**src/hw/rtl/tsts_pkg.sv**
```systemverilog
package tsts_pkg;

   localparam int MaxTasksDefault = 8;

   localparam int TickW  = 32;
   localparam int PrioW  = 8;
   localparam int TaskW  = 3;
   localparam int MaskW  = 8;
   localparam int SliceW = 8;

   localparam logic [SliceW-1:0] SliceReset = SliceW'(5);

   localparam logic OpTick  = 1'b0;
   localparam logic OpSleep = 1'b1;

   // controller to datapath
   typedef struct packed {
      logic load;       // request taken, latch fields
      logic sleep_wr;   // store wake time and priority
      logic scan_rd;    // read one timer entry, step the scan
      logic slice_upd;  // count down the current slice
      logic rsp_load;   // move the result into the output register
   } tsts_cmd_type;

   // datapath to controller
   typedef struct packed {
      logic op_sleep;
      logic scan_last;
   } tsts_sts_type;

endpackage

```
**src/hw/rtl/task_sleep_timer_and_slice_scheduler.sv**
```systemverilog
// tick request: latched, decoded, every timer entry scanned, drained, slice counted down;
// sleep request: latched, decoded, wake time written; both then wait for a free output register
// one request at a time: the next one is taken once the result is loaded and the sequencer is idle;
// the scan reads one entry a cycle
// a finished result waits in the output register while the next request is taken
// reset: synchronous, active high; tick counter zero, no task sleeping, slices and reload at five
module task_sleep_timer_and_slice_scheduler
   import tsts_pkg::*;
#(
   parameter int MAX_TASKS = MaxTasksDefault
) (
   input  logic              clock,
   input  logic              reset,
   // request channel
   input  logic              req_valid,
   output logic              req_stall,
   input  logic              req_operation,
   input  logic [TaskW-1:0]  req_sleep_task,
   input  logic [TickW-1:0]  req_sleep_ticks,
   input  logic [PrioW-1:0]  req_sleep_priority,
   input  logic              req_current_valid,
   input  logic              req_current_running,
   input  logic [TaskW-1:0]  req_current_task,
   input  logic [PrioW-1:0]  req_current_priority,
   // result channel
   output logic              rsp_valid,
   input  logic              rsp_stall,
   output logic [MaskW-1:0]  rsp_woken_mask,
   output logic              rsp_switch_request,
   output logic [TickW-1:0]  rsp_tick_now,
   // slice reload register
   input  logic              csr_valid,
   output logic              csr_ready,
   input  logic [SliceW-1:0] csr_slice_reload
);

   tsts_cmd_type cmd;
   tsts_sts_type sts;

   // the user must write the register only while idle; the block does not enforce it, and the port never pushes back
   assign csr_ready = 1'b1;

   // sequencer: accept, branch on operation, sleep write or timer scan,
   // slice count-down, then hand the result to the output register
   tsts_ctrl u_ctrl (
      .clock     (clock),
      .reset     (reset),
      .req_valid (req_valid),
      .req_stall (req_stall),
      .rsp_valid (rsp_valid),
      .rsp_stall (rsp_stall),
      .sts       (sts),
      .cmd       (cmd)
   );

   // tick counter, waiting flags, timer memories and the result register
   tsts_dp #(
      .MAX_TASKS (MAX_TASKS)
   ) u_dp (
      .clock                (clock),
      .reset                (reset),
      .cmd                  (cmd),
      .sts                  (sts),
      .req_operation        (req_operation),
      .req_sleep_task       (req_sleep_task),
      .req_sleep_ticks      (req_sleep_ticks),
      .req_sleep_priority   (req_sleep_priority),
      .req_current_valid    (req_current_valid),
      .req_current_running  (req_current_running),
      .req_current_task     (req_current_task),
      .req_current_priority (req_current_priority),
      .csr_write            (csr_valid && csr_ready),
      .csr_slice_reload     (csr_slice_reload),
      .rsp_woken_mask       (rsp_woken_mask),
      .rsp_switch_request   (rsp_switch_request),
      .rsp_tick_now         (rsp_tick_now)
   );

endmodule

```
**src/hw/rtl/tsts_ctrl.sv**
```systemverilog
module tsts_ctrl
   import tsts_pkg::*;
(
   input  logic         clock,
   input  logic         reset,
   input  logic         req_valid,
   output logic         req_stall,
   output logic         rsp_valid,
   input  logic         rsp_stall,
   input  tsts_sts_type sts,
   output tsts_cmd_type cmd
);

   typedef enum logic [2:0] {
      ST_IDLE,
      ST_DECODE,
      ST_SLEEP,
      ST_SCAN,
      ST_DRAIN,
      ST_SLICE,
      ST_FINISH
   } state_type;

   state_type state_ff;
   state_type state_in;
   logic      rsp_valid_ff;
   logic      rsp_free;

   assign rsp_free  = !rsp_valid_ff || !rsp_stall;
   assign req_stall = (state_ff != ST_IDLE);
   assign rsp_valid = rsp_valid_ff;

   always_comb begin
      cmd      = '0;
      state_in = state_ff;
      unique case (state_ff)
         ST_IDLE: begin
            if (req_valid) begin
               cmd.load = 1'b1;
               state_in = ST_DECODE;
            end
         end
         // the operation is only known once latched
         ST_DECODE: begin
            state_in = sts.op_sleep ? ST_SLEEP : ST_SCAN;
         end
         ST_SLEEP: begin
            cmd.sleep_wr = 1'b1;
            state_in     = ST_FINISH;
         end
         ST_SCAN: begin
            cmd.scan_rd = 1'b1;
            if (sts.scan_last) begin
               state_in = ST_DRAIN;
            end
         end
         ST_DRAIN: begin
            state_in = ST_SLICE;
         end
         ST_SLICE: begin
            cmd.slice_upd = 1'b1;
            state_in      = ST_FINISH;
         end
         ST_FINISH: begin
            if (rsp_free) begin
               cmd.rsp_load = 1'b1;
               state_in     = ST_IDLE;
            end
         end
         default: begin
            state_in = ST_IDLE;
         end
      endcase
   end

   always_ff @(posedge clock) begin
      if (reset) begin
         state_ff     <= ST_IDLE;
         rsp_valid_ff <= 1'b0;
      end else begin
         state_ff <= state_in;
         if (cmd.rsp_load) begin
            rsp_valid_ff <= 1'b1;
         end else if (!rsp_stall) begin
            rsp_valid_ff <= 1'b0;
         end
      end
   end

`ifndef SYNTHESIS
   a_no_overwrite: assert property (@(posedge clock) disable iff (reset)
      cmd.rsp_load |-> !(rsp_valid_ff && rsp_stall))
      else $error("result overwritten while still pending");

   a_one_action: assert property (@(posedge clock) disable iff (reset)
      $onehot0({cmd.load, cmd.sleep_wr, cmd.scan_rd, cmd.slice_upd, cmd.rsp_load}))
      else $error("more than one datapath action in a cycle");

   a_scan_ends: assert property (@(posedge clock) disable iff (reset)
      (state_ff == ST_SCAN && sts.scan_last) |=> (state_ff == ST_DRAIN))
      else $error("scan did not end after the last entry");
`endif

endmodule

```
**src/hw/rtl/tsts_dp.sv**
```systemverilog
module tsts_dp
   import tsts_pkg::*;
#(
   parameter int MAX_TASKS = MaxTasksDefault
) (
   input  logic              clock,
   input  logic              reset,
   input  tsts_cmd_type      cmd,
   output tsts_sts_type      sts,
   input  logic              req_operation,
   input  logic [TaskW-1:0]  req_sleep_task,
   input  logic [TickW-1:0]  req_sleep_ticks,
   input  logic [PrioW-1:0]  req_sleep_priority,
   input  logic              req_current_valid,
   input  logic              req_current_running,
   input  logic [TaskW-1:0]  req_current_task,
   input  logic [PrioW-1:0]  req_current_priority,
   input  logic              csr_write,
   input  logic [SliceW-1:0] csr_slice_reload,
   output logic [MaskW-1:0]  rsp_woken_mask,
   output logic              rsp_switch_request,
   output logic [TickW-1:0]  rsp_tick_now
);

   localparam int TW = $clog2(MAX_TASKS);

   // latched request
   logic              op_ff;
   logic [TaskW-1:0]  sleep_task_ff;
   logic [TickW-1:0]  sleep_ticks_ff;
   logic [PrioW-1:0]  sleep_prio_ff;
   logic              cur_valid_ff;
   logic              cur_running_ff;
   logic [TaskW-1:0]  cur_task_ff;
   logic [PrioW-1:0]  cur_prio_ff;

   logic [TickW-1:0]  tick_ff;
   logic [SliceW-1:0] slice_reload_ff;
   logic [MAX_TASKS-1:0] waiting_ff;
   logic [MAX_TASKS-1:0] slice_vld_ff;

   logic [TickW-1:0]  wake_mem [MAX_TASKS];
   logic [PrioW-1:0]  prio_mem [MAX_TASKS];
   logic [SliceW-1:0] slice_mem [MAX_TASKS];

   logic [TW-1:0]     scan_ff;
   logic              eval_vld_ff;
   logic [TW-1:0]     eval_idx_ff;
   logic [TickW-1:0]  wake_rd_ff;
   logic [PrioW-1:0]  prio_rd_ff;
   logic [SliceW-1:0] slice_rd_ff;

   logic [MaskW-1:0]  mask_ff;
   logic              sw_ff;
   logic [MaskW-1:0]  mask_out_ff;
   logic              sw_out_ff;
   logic [TickW-1:0]  tick_out_ff;

   logic [TW-1:0]     sleep_idx;
   logic              sleep_ok;
   logic [TW-1:0]     slice_idx;
   logic              slice_act;
   logic              wake_hit;
   logic [SliceW-1:0] slice_cur;
   logic [SliceW-1:0] slice_dec;
   logic              slice_wrap;

   assign sleep_idx = TW'(sleep_task_ff);
   assign sleep_ok  = (int'(sleep_task_ff) < MAX_TASKS);
   assign slice_idx = TW'(cur_task_ff);
   assign slice_act = cur_valid_ff && cur_running_ff && (int'(cur_task_ff) < MAX_TASKS);

   assign wake_hit = eval_vld_ff && waiting_ff[eval_idx_ff] && (wake_rd_ff <= tick_ff);

   assign slice_cur  = slice_vld_ff[slice_idx] ? slice_rd_ff : SliceReset;
   assign slice_dec  = (slice_cur != '0) ? slice_cur - SliceW'(1) : '0;
   assign slice_wrap = (slice_dec == '0);

   assign sts.op_sleep  = (op_ff == OpSleep);
   assign sts.scan_last = (scan_ff == TW'(MAX_TASKS - 1));

   assign rsp_woken_mask     = mask_out_ff;
   assign rsp_switch_request = sw_out_ff;
   assign rsp_tick_now       = tick_out_ff;

   always_ff @(posedge clock) begin
      if (cmd.load) begin
         op_ff          <= req_operation;
         sleep_task_ff  <= req_sleep_task;
         sleep_ticks_ff <= req_sleep_ticks;
         sleep_prio_ff  <= req_sleep_priority;
         cur_valid_ff   <= req_current_valid;
         cur_running_ff <= req_current_running;
         cur_task_ff    <= req_current_task;
         cur_prio_ff    <= req_current_priority;
      end
      if (cmd.rsp_load) begin
         mask_out_ff <= mask_ff;
         sw_out_ff   <= sw_ff;
         tick_out_ff <= tick_ff;
      end
   end

   always_ff @(posedge clock) begin
      if (reset) begin
         tick_ff         <= '0;
         slice_reload_ff <= SliceReset;
         waiting_ff      <= '0;
         slice_vld_ff    <= '0;
         scan_ff         <= '0;
         eval_vld_ff     <= 1'b0;
      end else begin
         if (csr_write) begin
            slice_reload_ff <= csr_slice_reload;
         end
         if (cmd.load && req_operation == OpTick) begin
            tick_ff <= tick_ff + TickW'(1);
         end
         if (cmd.load) begin
            scan_ff <= '0;
         end else if (cmd.scan_rd) begin
            scan_ff <= sts.scan_last ? '0 : scan_ff + TW'(1);
         end
         eval_vld_ff <= cmd.scan_rd;
         if (cmd.sleep_wr && sleep_ok) begin
            waiting_ff[sleep_idx] <= 1'b1;
         end
         if (wake_hit) begin
            waiting_ff[eval_idx_ff] <= 1'b0;
         end
         if (cmd.slice_upd && slice_act) begin
            slice_vld_ff[slice_idx] <= 1'b1;
         end
      end
   end

   // result accumulation
   always_ff @(posedge clock) begin
      if (cmd.load) begin
         mask_ff <= '0;
         sw_ff   <= 1'b0;
      end else begin
         if (cmd.sleep_wr) begin
            sw_ff <= 1'b1;
         end
         if (wake_hit) begin
            mask_ff <= mask_ff | (MaskW'(1) << eval_idx_ff);
            if (cur_valid_ff && prio_rd_ff > cur_prio_ff) begin
               sw_ff <= 1'b1;
            end
         end
         if (cmd.slice_upd && slice_act && slice_wrap) begin
            sw_ff <= 1'b1;
         end
      end
   end

   // timer and slice memories
   always_ff @(posedge clock) begin
      if (cmd.sleep_wr && sleep_ok) begin
         wake_mem[sleep_idx] <= tick_ff + sleep_ticks_ff;
         prio_mem[sleep_idx] <= sleep_prio_ff;
      end
      if (cmd.slice_upd && slice_act) begin
         slice_mem[slice_idx] <= slice_wrap ? slice_reload_ff : slice_dec;
      end
      wake_rd_ff  <= wake_mem[scan_ff];
      prio_rd_ff  <= prio_mem[scan_ff];
      slice_rd_ff <= slice_mem[slice_idx];
      eval_idx_ff <= scan_ff;
   end

endmodule

```
**config.mk**
```make
export PLATFORM = sky130hd
export DESIGN_NAME = task_sleep_timer_and_slice_scheduler
export DESIGN_NICKNAME = d
export VERILOG_FILES = /design/src/hw/rtl/tsts_pkg.sv /design/src/hw/rtl/task_sleep_timer_and_slice_scheduler.sv /design/src/hw/rtl/tsts_ctrl.sv /design/src/hw/rtl/tsts_dp.sv
export SDC_FILE = /design/constraint.sdc
export NUM_CORES = 1
export LEC_CHECK = 0
export BUFFER_PORTS_ARGS = -buffer_cell sky130_fd_sc_hd__buf_4
export CAP_MARGIN = 40
export CORE_MARGIN = 10
export CORE_UTILIZATION = 60
export DETAILED_ROUTE_END_ITERATION = 8
export GPL_ROUTABILITY_DRIVEN = 0
export PLACE_DENSITY = 0.79
export SETUP_SLACK_MARGIN = 0.2
export SLEW_MARGIN = 5
export SYNTH_ARGS = -nofsm -noshare
export SYNTH_HDL_FRONTEND = slang
export SYNTH_HIERARCHICAL = 1
export SYNTH_SLANG_ARGS = --single-unit
```
**constraint.sdc**
```tcl
create_clock -name clock -period 7.2 [get_ports clock]
set_clock_uncertainty 0.15 [all_clocks]
set_input_delay 1.44 -clock clock [delete_from_list [all_inputs] [get_ports clock]]
set_output_delay 1.44 -clock clock [all_outputs]
set_load 0.03 [all_outputs]
```
== Word-level counts from Yosys, hierarchy flattened ==
Memories as Yosys holds them, arrays and structs flattened. A register that Yosys moved wholly into a read port is not among the register bits.
Index checks and enable logic that the tools add are counted.
Storage, ports and cells
  flip-flop bits (word level): 174
  memory bits (writable): 384
  bits of input ports: 70
  word-level logic and storage cells: 114
  memories: 3
Operators by class
  add/sub/neg operators: 4
  magnitude comparators: 8
  eq/ne operators: 11
  shift-type cells: 1
  muxes and demuxes: 39
  bitwise logic cells: 6
  reductions and logical operators: 20
Memory list
  u_dp.wake_mem: words 8, bits a word 32, rd ports 1, clocked after Yosys merged registers in 1, wr ports 1, RTL line tsts_dp.sv:42  | logic [TickW-1:0] wake_mem [MAX_TASKS];
  u_dp.prio_mem: words 8, bits a word 8, rd ports 1, clocked after Yosys merged registers in 1, wr ports 1, RTL line tsts_dp.sv:43  | logic [PrioW-1:0] prio_mem [MAX_TASKS];
  u_dp.slice_mem: words 8, bits a word 8, rd ports 1, clocked after Yosys merged registers in 1, wr ports 1, RTL line tsts_dp.sv:44  | logic [SliceW-1:0] slice_mem [MAX_TASKS];
Operators with widths (count)
  8-bit 2-to-1 mux: 6
  32-bit by 1-bit adder with 32-bit output, second input constant: 1
  32-bit adder: 1
  32-bit <= comparator: 1
  8-bit bitwise OR: 3
  1-bit 2-to-1 mux: 23
  3-bit one-hot mux with 6 select lines: 1
  3-bit == test, second input constant: 4
  3-bit by 4-bit < comparator with 1-bit output, second input constant: 3
  3-bit 2-to-1 mux: 4
  1-bit logical AND: 10
  1-bit demux with 3-bit select: 3
  3-bit by 1-bit greater-or-equal comparator with 1-bit output, second input constant: 3
  8-bit AND: 1
  8-bit > comparator: 1
  8-bit logical NOT: 1
  8-bit NOT: 1
  8-bit nonzero test: 1
  1-bit by 3-bit << shifter with 8-bit output, first input constant: 1
  8-bit by 1-bit subtractor with 8-bit output, second input constant: 1
  1-bit binary-select mux with 3-bit select: 2
  3-bit by 2-bit == test with 1-bit output, second input constant: 2
  2-bit by 1-bit != test with 1-bit output, second input constant: 3
  2-bit OR reduction: 2
  other kinds (9): 10

== Longest topological paths before layout ==
  word-level depth: 9
  depth in mapped cells: 16
  depth with buffers taken out: 12

== Modules after synthesis ==
Netlist, hierarchy kept.
Modules (own cells, without submodules)
  tsts_dp: times used 1, cells an instance 1469, area each 24218.2 um2, sequential area each 16876.2 um2
  tsts_ctrl: times used 1, cells an instance 33, area each 250.2 um2, sequential area each 80.1 um2
  task_sleep_timer_and_slice_scheduler: times used 1, cells an instance 2, area each 11.3 um2, sequential area each 0.0 um2

== Least setup slack after synthesis ==
Ideal clock, no wire load.
  path type: input to register
  start: in req_valid
  end: reg u_dp.tick_ff[28]
  library setup time: 0.128 ns
  data arrival time: 5.778 ns
  data required time: 6.922 ns
  path slack: 1.145 ns
  cell stages on the path: 12
  buffers on the path: 2
  cells stage by stage: inv_1 nor2_1 buf_4 nor2b_1 buf_2 and3_1 and2_1 nand3_2 nor4_4 nand3_1 xnor2_1 nor2_1
RTL lines
  from (decl): RTL line task_sleep_timer_and_slice_scheduler.sv:15  | input logic req_valid,
  to (signal assigned): RTL line tsts_dp.sv:117  | tick_ff <= tick_ff + TickW'(1);
  to (decl): RTL line tsts_dp.sv:37  | logic [TickW-1:0] tick_ff;

== Worst setup path after layout ==
  start: reg u_dp.cur_task_ff[0]
  end: mem u_dp.slice_mem[7][3] (data pin)
On the way
  longest elaborated chain between the ends: 7
Ends and longest elaborated chain
  from (decl): RTL line tsts_dp.sv:34  | logic [TaskW-1:0] cur_task_ff;
  from (signal assigned): RTL line tsts_dp.sv:94  | cur_task_ff <= req_current_task;
  1-bit binary-select mux with 3-bit select (*): RTL line tsts_dp.sv:75  | assign slice_cur = slice_vld_ff[slice_idx] ? slice_rd_ff : SliceReset;
  1-bit 2-to-1 mux (not written as such) (*): RTL line tsts_dp.sv:75
  8-bit 2-to-1 mux (*): RTL line tsts_dp.sv:75
  8-bit by 1-bit subtractor with 8-bit output / 8-bit nonzero test (equally long branches): RTL line tsts_dp.sv:76  | assign slice_dec = (slice_cur != '0) ? slice_cur - SliceW'(1) : '0;
  8-bit 2-to-1 mux (*): RTL line tsts_dp.sv:76
  8-bit logical NOT: RTL line tsts_dp.sv:77  | assign slice_wrap = (slice_dec == '0);
  8-bit 2-to-1 mux (*): RTL line tsts_dp.sv:165  | slice_mem[slice_idx] <= slice_wrap ? slice_reload_ff : slice_dec;
  to (decl): RTL line tsts_dp.sv:44
Every way passes the cells marked *; elsewhere a longest branch is shown, timed or not. The select of a mux whose other input is x is not followed.

==> flow_metrics.py <==
metrics = {
    "synth": {
        "async_reset_ff_share_pct": 0,
        "synth_ff_type": "edfxtp_1",
        "synth_cell_types": 82,
        "ys_warn_count": 6,
        "synth_area_sq_mm": 0.0245,
        "netlist.area_leader.share_pct": 59.1,
        "synth_edf_count": 482,
        "ys_seq_area_share_pct": 69.3,
        "synthTopCellsByArea": "edfxtp_1, dfxtp_1, mux4_2, ha_1, mux2_2",
        "synth_nets": 1650,
        "yosys.area.top_type": "edfxtp_1",
        "synth_cells": 1504,
        "yosys_register_bits": 606,
        "synth_area_per_cell_sq_um": 16.3,
    },
    "timing": {
        "tightest_slew_ps": 892,
        "rsz0062_at_grt": "false",
        "min_period_ps": 4810,
        "slew_headroom_pct": 40.4,
        "min_period_over_period_pct": 66.8,
        "slew_viol_final": 0,
        "fmax_mhz": 208,
        "hold_violations": 0,
        "final.setup.tns_ps": 0,
        "setup_violations": 0,
    },
    "power": {
        "internal_power_mw": 6.09,
        "p_leak_nw": 9.61,
        "pwr-share-seq_pct": 52.0,
        "swShare_pct": 21.3,
        "clkPwrFrac_pct": 41.6,
        "vdd_ir_drop_max_mv": 0.220,
        "combPwrFrac_pct": 6.3,
        "p_sw_mw": 1.64,
        "powerDensity_mw_per_mm2": 275,
    },
    "clocking": {
        "postCtsResizedCells": 0,
        "cts_buffers": 58,
        "clk_latency_ps": 610,
        "cts_max_path_buffers": 3,
        "clkTransAtPathRegs_ps": 60,
        "numClockSinks": 606,
        "cts_tree": "yes",
        "clockRootBuffer": "clkbuf_16",
        "htree_levels": 2,
        "cts_setup_buffers": 0,
        "cts_hold_buffers": 0,
    },
    "global_routing": {
        "antenna_found_initial": 0,
        "grt_max_degree": 65,
        "grt_pass1_wl_um": 80700,
        "grt_usage_pct": 21.0,
        "grt_overflow_total": 0,
        "grt_pass1_vias": 13700,
    },
    "floorplan": {
        "fp.dieW_um": 222,
        "io_pins": 114,
        "num_rows": 73,
        "fp.dieH_um": 222,
        "initial_utilization_pct": 61.2,
        "coreArea_sq_mm": 0.0400,
        "dieArea_sq_mm": 0.0493,
    },
    "placement": {
        "portBuffers": 112,
        "placedCellCount": 2112,
        "place_hpwl_um": 31800,
    },
    "cells_and_area": {
        "diodes": 0,
        "nets": 1793,
        "final_cells": 2222,
        "layout_common_cells": "edfxtp_1, buf_4, dfxtp_1",
        "area_growth_syn_to_layout_pct": 14.9,
        "drive_above_1_share_pct": 24.0,
        "layout_commonest_cell": "edfxtp_1",
    },
    "critical_path": {
        "cp_num_buf_inv": 1,
        "path_cells": "buf_4, mux4_2, mux2i_1, nand2b_1, ha_1, nor3b_4, nor3b_2, nand2_1, a221oi_2, a31oi_1, o21ai_1, and3_1, o2bb2ai_1",
        "crit_family": "simple AND/OR/NAND/NOR gates",
        "reg2reg_slack_ps": 2390,
        "required_ps": 7380,
        "slowest_stage": "mux2i_1",
        "crit_type": "flip-flop to flip-flop",
        "worstSetupEndpointType": "flip-flop",
        "arrival_ps": 4980,
        "cpPeakStageDelay_ps": 630,
        "cp_max_fo": 25,
        "start_kind": "flip-flop",
    },
    "route": {
        "post_drt_wl_per_cell_um": 23.6,
        "drt_wl_total_um": 52400,
        "route.detailed.drc": 0,
        "drtPass1Iterations": 6,
        "avgViaCountPerCell": 6.13,
        "via_count": 13600,
        "drt-initial-drc-count": 1334,
        "detail-route-antenna-nets": 0,
    },
    "run_status": {
        "status": "complete, no violations",
    },
    "run": {
        "max_cap_viol_count": 0,
    },
    "min_path": {
        "hold_class": "flip-flop to flip-flop",
    },
}
==> kinds of logic after synthesis <==
kind of cell	Yosys count	synth area share (%)
mux	154	11.2
simple gates	302	6.26
fa+ha+maj	76	3.92
flops	606	69.3
buf+inv	121	2.11
other cells	1	0.0153
xor+xnor	57	2.04
compound gates	187	5.16
==> power by group through the flow <==
stage	Sequential, mW	Clock, mW	Combinational (mW)
detailed placement	4.10	0	0.484
finish	4.03	3.22	0.490
global route	4.03	3.41	0.537
global placement	4.09	0	0.459
floorplan	4.07	0	0.332
CTS	4.02	3.27	0.491
==> layer usage <==
layer / vias up / GRT usage, % / share of wire, %
met1: 6906 / 28.1 / 42
li1: 6107 / - / -
met2: 512 / 34.3 / 49
met5: - / 0 / 0
met3: 102 / 3.61 / 6.0
met4: 0 / 7.39 / 2.8
==> sequential cells by signal (all words and copies together) (netlist names), 3 cells and up <==
signal and cells:
u_dp/wake_mem 256, u_dp/prio_mem 64, u_dp/slice_mem 64, u_dp/rsp_tick_now 32
u_dp/sleep_ticks_ff 32, u_dp/tick_ff 32, u_dp/wake_rd_ff 32, u_dp/cur_prio_ff 8
u_dp/mask_ff 8, u_dp/prio_rd_ff 8, u_dp/rsp_woken_mask 8, u_dp/sleep_prio_ff 8
u_dp/slice_rd_ff 8, u_dp/slice_reload_ff 8, u_dp/slice_vld_ff 8, u_dp/waiting_ff 8
u_ctrl/state_ff 3, u_dp/cur_task_ff 3, u_dp/eval_idx_ff 3, u_dp/scan_ff 3
u_dp/sleep_idx 3
==> worst register-to-register path, cell delays in order (launching register included) <==
cell       delay (ps)
edfxtp_1          320
buf_4             310
mux4_2            550
mux2i_1           630
nand2b_1          200
ha_1              320
nor3b_4           300
nor3b_2           290
nand2_1           140
a221oi_2          290
a31oi_1           140
o21ai_1           180
and3_1            400
o2bb2ai_1         320
==> Yosys cell counts (28+ instances only) <==
library cell and instances:
edfxtp_1 482, dfxtp_1 124, nor2_1 114, mux4_2 92
ha_1 75, inv_1 65, a21oi_1 54, mux2_2 47
xnor2_1 47, nand2_1 43, clkbuf_1 29, o21ai_0 28
==> path summary, 6_finish.rpt <==
path / end / startpoint / cells after the start
worst min register to register: u_dp/rsp_woken_mask[0] / u_dp/mask_ff[0] / 0
worst max register to register: u_dp/slice_mem[7][3] / u_dp/cur_task_ff[0] / 13
worst min-delay path: u_dp/rsp_woken_mask[0] / u_dp/mask_ff[0] / 0
worst max-delay path: u_dp/slice_mem[7][3] / u_dp/cur_task_ff[0] / 13
==> final cells by class <==
class | instances | area (sq um)
Clock buffer | 77 | 1680
Clock inverter | 33 | 394
Timing Repair Buffer | 139 | 1100
Tap cell | 525 | 657
Sequential cell | 606 | 17000
Fill cell | 2491 | 11900
Multi-Input combinational cell | 777 | 7090
Inverter | 65 | 244
==> stage by stage <==
step / setup slack, ps / utilization (%) / power, mW / cell area [sq um] / hold slack (ps)
6_report: 2390 / 70.3 / 7.74 / 28100 / 280
5_1_grt: 1940 / 70.3 / 7.98 / 28100 / 288
4_1_cts: 2400 / 70.3 / 7.79 / 28100 / 281
3_5_place_dp: 2480 / 65.1 / 4.58 / 26100 / 266
3_3_place_gp: 2710 / 64.8 / 4.55 / 25900 / 266
2_1_floorplan: 1140 / - / 4.40 / 24500 / 203
No activity file was read; power rests on OpenSTA's default activity.
